[src/rtl/epre_pkg.sv]
// Shared constants, codes and types of the entropy pool range extractor.
package epre_pkg;

  localparam int POOL_DEPTH    = 512;
  localparam int IDX_W         = (POOL_DEPTH > 1) ? $clog2(POOL_DEPTH) : 1;
  localparam int SLOT_W        = 9;
  localparam int WORD_W        = 64;
  localparam int MASK_BITS     = 8;
  localparam int NBITS_W       = 4;
  localparam int PCT_W         = 8;
  localparam int PERCENT_SCALE = 100;
  localparam int DIV_CNT_W     = $clog2(WORD_W);

  localparam logic [1:0] OP_LOAD  = 2'd0;
  localparam logic [1:0] OP_RANGE = 2'd1;
  localparam logic [1:0] OP_MASK  = 2'd2;

  typedef struct packed {
    logic              we;
    logic [IDX_W-1:0]  waddr;
    logic [WORD_W-1:0] wdata;
  } pool_wr_t;

  typedef struct packed {
    logic busy;
    logic done;
  } div_stat_t;

endpackage

[src/rtl/epre_div.sv]
// Bit-serial restoring divider: one quotient bit per cycle.
module epre_div import epre_pkg::*; (
  input  logic              clk,
  input  logic              rst_n,
  input  logic              start,
  input  logic [WORD_W-1:0] dividend,
  input  logic [WORD_W-1:0] divisor,
  output div_stat_t         stat,
  output logic [WORD_W-1:0] quotient,
  output logic [WORD_W-1:0] remainder
);

  localparam logic [DIV_CNT_W-1:0] CNT_LAST = DIV_CNT_W'(WORD_W - 1);

  logic                 busy_r;
  logic                 done_r;
  logic [DIV_CNT_W-1:0] cnt_r;
  logic [WORD_W-1:0]    q_r, q_nxt;
  logic [WORD_W-1:0]    rem_r, rem_nxt;
  logic [WORD_W-1:0]    dvs_r;
  logic [WORD_W:0]      trial;
  logic [WORD_W+1:0]    diff;
  logic                 ge;

  // shift in the next dividend bit, subtract when it fits
  always_comb begin
    trial   = {rem_r, q_r[WORD_W-1]};
    diff    = {1'b0, trial} - {2'b00, dvs_r};
    ge      = ~diff[WORD_W+1];
    rem_nxt = ge ? diff[WORD_W-1:0] : trial[WORD_W-1:0];
    q_nxt   = {q_r[WORD_W-2:0], ge};
  end

  always_ff @(posedge clk) begin
    if (!rst_n) begin
      busy_r <= 1'b0;
      done_r <= 1'b0;
      cnt_r  <= '0;
    end else begin
      done_r <= 1'b0;
      if (start) begin
        busy_r <= 1'b1;
        cnt_r  <= '0;
      end else if (busy_r) begin
        cnt_r <= cnt_r + 1'b1;
        if (cnt_r == CNT_LAST) begin
          busy_r <= 1'b0;
          done_r <= 1'b1;
        end
      end
    end
  end

  always_ff @(posedge clk) begin
    if (start) begin
      q_r   <= dividend;
      rem_r <= '0;
      dvs_r <= divisor;
    end else if (busy_r) begin
      q_r   <= q_nxt;
      rem_r <= rem_nxt;
    end
  end

  assign stat.busy = busy_r;
  assign stat.done = done_r;
  assign quotient  = q_r;
  assign remainder = rem_r;

endmodule

[config.mk]
export PLATFORM = sky130hd
export DESIGN_NAME = epre_div
export DESIGN_NICKNAME = d
export VERILOG_FILES = /design/src/rtl/epre_pkg.sv /design/src/rtl/epre_div.sv
export SDC_FILE = /design/constraint.sdc
export NUM_CORES = 1
export LEC_CHECK = 0
export BUFFER_PORTS_ARGS = -buffer_cell sky130_fd_sc_hd__buf_2
export CAP_MARGIN = 20
export CORE_MARGIN = 10
export CORE_UTILIZATION = 55
export DETAILED_ROUTE_END_ITERATION = 10
export GPL_ROUTABILITY_DRIVEN = 0
export PLACE_DENSITY = 0.88
export SYNTH_ARGS = -nofsm -noshare
export SYNTH_HDL_FRONTEND = slang
export SYNTH_SLANG_ARGS = --single-unit
export TNS_END_PERCENT = 20
[constraint.sdc]
create_clock -name clk -period 4.5 [get_ports clk]
set_input_delay 0.675 -clock clk [delete_from_list [all_inputs] [get_ports clk]]
set_output_delay 0.675 -clock clk [all_outputs]
set_load 0.01 [all_outputs]
==> flow_metrics.tcl <==
set metrics [dict create \
    min_period_ps 3811 \
    grt_max_degree 147 \
    routed_wl_um 32690 \
    vias 10070 \
    fin_setup_tns_ps 0 \
    die_h_um 166.7 \
    mostFrequentLayoutCell "buf_2" \
    critPathKind "reg -> reg" \
    vdd.ir_drop.worst_mv 0.2985 \
    synth-main-ff-cell "edfxtp_1" \
    outcome "complete, no violations" \
    cts_root_buf "clkbuf_16" \
    cpMaxStageDelayCell "o21bai_4" \
    critPathArrivalTime_ps 4140 \
    synth_largest_area_cell "edfxtp_1" \
    maxSlewViolCount 0 \
    layout_common_cells "259 x buf_2, 168 x nand2_1, 128 x edfxtp_1, 106 x nor2_1, 82 x inv_1" \
    synth_top_area_share_pct 32.46 \
    syn_inst 1212 \
    ys_types 78 \
    holdPathEnd "dvs_r[12]$_DFFE_PP_" \
    grt_pass1_wl_um 52450 \
    finalHoldViolations 0 \
    worstReg2RegEnd "remainder[3]$_SDFFE_PP0P_" \
    fin_crit_sh_pct 84.68 \
    slew_headroom_pct 25.47 \
    io_pins 261 \
    dpl_cell_area_um2 13190 \
    synth_area_leaders "edfxtp_1 32%, dfxtp_1 12%, ha_1 6.9%" \
    fmax_mhz 262.4 \
    finClkSkew_ps 19.57 \
    port_buffers 260 \
    wire_per_inst_um 19.02 \
    hold_depth 1 \
    path_cells "inv_1 > ha_1 > nand4_1 > nor3_2 > nand2_1 > o41ai_2 > o21ai_2 > a21oi_4 > a211oi_4 > o21bai_4 > buf_12 > nand2_1 > a311oi_1" \
    overflow 0 \
    route.detailed.drc 0 \
    drt_iter0_drc 843 \
    cp-end-kind "flop" \
    rr_startpoint "dvs_r[17]$_DFFE_PP_" \
    tightestPinTransition_ps 1118 \
    critPathTopFamily "compound AO/OA/AOI/OAI gates" \
    fin_ws_ps 689.5 \
    max_stage_delay_ps 570 \
    min_path_type "in -> reg" \
    place_ws_ps 835.9 \
    clock-sinks 200 \
    clockBufferDepth 2 \
    coreArea_um2 21090 \
    synth-seq-area-share_pct 44.63 \
    die_width_um 166.7 \
    synth_seq_cells 200 \
    synthArstFlopShare_pct 0 \
    numCtsBuffers 17 \
    p_leak_uw 0.006073 \
    final_area_um2 13840 \
    synth_edf_count 128 \
    cp_max_fo 41 \
    clk_pin_slew_ps 90 \
    nets 1627 \
    viasPerCell 5.859 \
    worstPathRequired_ps 4830 \
    hold_slack_ps 395.7 \
    grtUsageMet1_pct 25.94 \
    insertion_delay_ps 450 \
    track_usage_pct 22.69 \
    multiInputGateArea_um2 5843 \
    drv_cap 0 \
    gr-usage-met3_pct 8.896 \
    antenna_found_initial 5 \
    grt_setup_unrepaired "no" \
    ff2ff_path_depth 13 \
    cts_hold_buf 0 \
    ant_nets 0 \
    initial_core_util_pct 56.16 \
    syn_nets 1409 \
    dr.pass1.iters 5 \
    htreeDepth 4 \
    met2_usage_pct 37.37 \
    ys_warn_count 0 \
    postCtsSetupBuffers 0 \
    die_area_um2 27800 \
    crit_top_cell "nand2_1" \
    register_area_um2 5289 \
    grt_busiest_layer "met2" \
    cts_tree "built" \
    critPathLaunch "dvs_r[17]$_DFFE_PP_" \
    path_buf_inv 2 \
    dp_hpwl_um 24350 \
    fill_cells 1675 \
    synth.avg_cell_area_um2 9.771 \
    powerDensity_nw_per_um2 385.8 \
    ctsResizeCount 0 \
    grt_pass1_vias 10120 \
    holdCritStartpoint "divisor[12]" \
    setup_violations 0 \
    ff2ff_setup_slack_ps 690 \
    drive_above_1_share_pct 27.10 \
    syn_area_um2 11840 \
    rows 53 \
    syn_to_final_growth_pct 16.83 \
    start_kind "flop" \
]
[stage by stage]
| stage | instances | total power (uW) | util, % |
|---|---|---|---|
| 2_1_floorplan | 1212 | 3296 | - |
| 3_3_place_gp | 1686 | 3676 | 62.56 |
| 3_5_place_dp | 1686 | 3718 | 62.56 |
| 4_1_cts | 1718 | 5352 | 65.60 |
| 5_1_grt | 1718 | 5608 | 65.60 |
| 6_report | 1719 | 5338 | 65.61 |
[cell usage after synthesis (all sizes together), types with 12 or more instances]
| cell type | n |
|---|---|
| edfxtp | 128 |
| nand4 | 27 |
| a311oi | 51 |
| ha | 65 |
| a21o | 33 |
| nand2 | 170 |
| buf | 22 |
| o21bai | 20 |
| inv | 83 |
| nor3 | 14 |
| xnor2 | 30 |
| nor2 | 106 |
| mux2 | 65 |
| dfxtp | 72 |
| clkbuf | 46 |
| o21ai | 56 |
| xor2 | 27 |
| a31oi | 12 |
| a21oi | 80 |
[kinds of logic after synthesis]
kind of cell,Yosys count,share of synthesized area (%)
AO/OA/AOI/OAI,309,18.10
XOR/XNOR,57,4.216
adder cells (fa/ha/maj),66,7.036
buffers and inverters,152,6.128
flip-flops,200,44.63
multiplexers,71,6.688
AND/OR/NAND/NOR,357,13.21
[routing by layer]
metal  vias to the layer above  wire length [um]  part of all wire (%)
li1                       4825                 -                     -
met2                       464             15530                    48
met1                      4701             12810                    39
met5                         -                41                  0.13
met4                         6               949                   2.9
met3                        75              3357                    10
[layout make-up]
type                       count  share of cell area [%]
antenna                        1                 0.01809
inverter                      83                   2.252
clock inverter                15                   1.555
multi-input combinational    860                   42.23
timing repair buffer         268                   10.16
tap                          275                   2.487
sequential                   200                   38.23
clock buffer                  17                   3.075
[worst reg2reg max path: cells and delay by family, from the launching register on]
family	cells	cell delay, ps
buffers and inverters	2	350
AND/OR/NAND/NOR	4	650
flip-flops	1	340
adder cells (fa/ha/maj)	1	450
AO/OA/AOI/OAI	6	1900
[how the worst max path moves through the flow]
stage / to / slack (ps) / cells after the start
final: remainder[3]$_SDFFE_PP0P_ / 690 / 13
after global routing: remainder[28]$_SDFFE_PP0P_ / 390 / 12
after floorplan: remainder[56]$_SDFFE_PP0P_ / 1230 / 15
after CTS: remainder[3]$_SDFFE_PP0P_ / 800 / 13
after detailed placement: remainder[3]$_SDFFE_PP0P_ / 840 / 13
after global placement: remainder[60]$_SDFFE_PP0P_ / 910 / 13
[where the power goes]
| part | switching, uW | internal (uW) | leakage (uW) | total, uW |
|---|---|---|---|---|
| Clock | 815 | 822 | 0.000310 | 1640 |
| Sequential | 109 | 2140 | 0.00186 | 2250 |
| Combinational | 874 | 580 | 0.00390 | 1450 |
[flip-flops by register name, summed over array words and instances, names as in the netlist]
register   count
cnt_r          6
remainder     64
busy_r         1
done_r         1
dvs_r         64
quotient      64
Note: power is estimated with default switching activity, not from simulation.
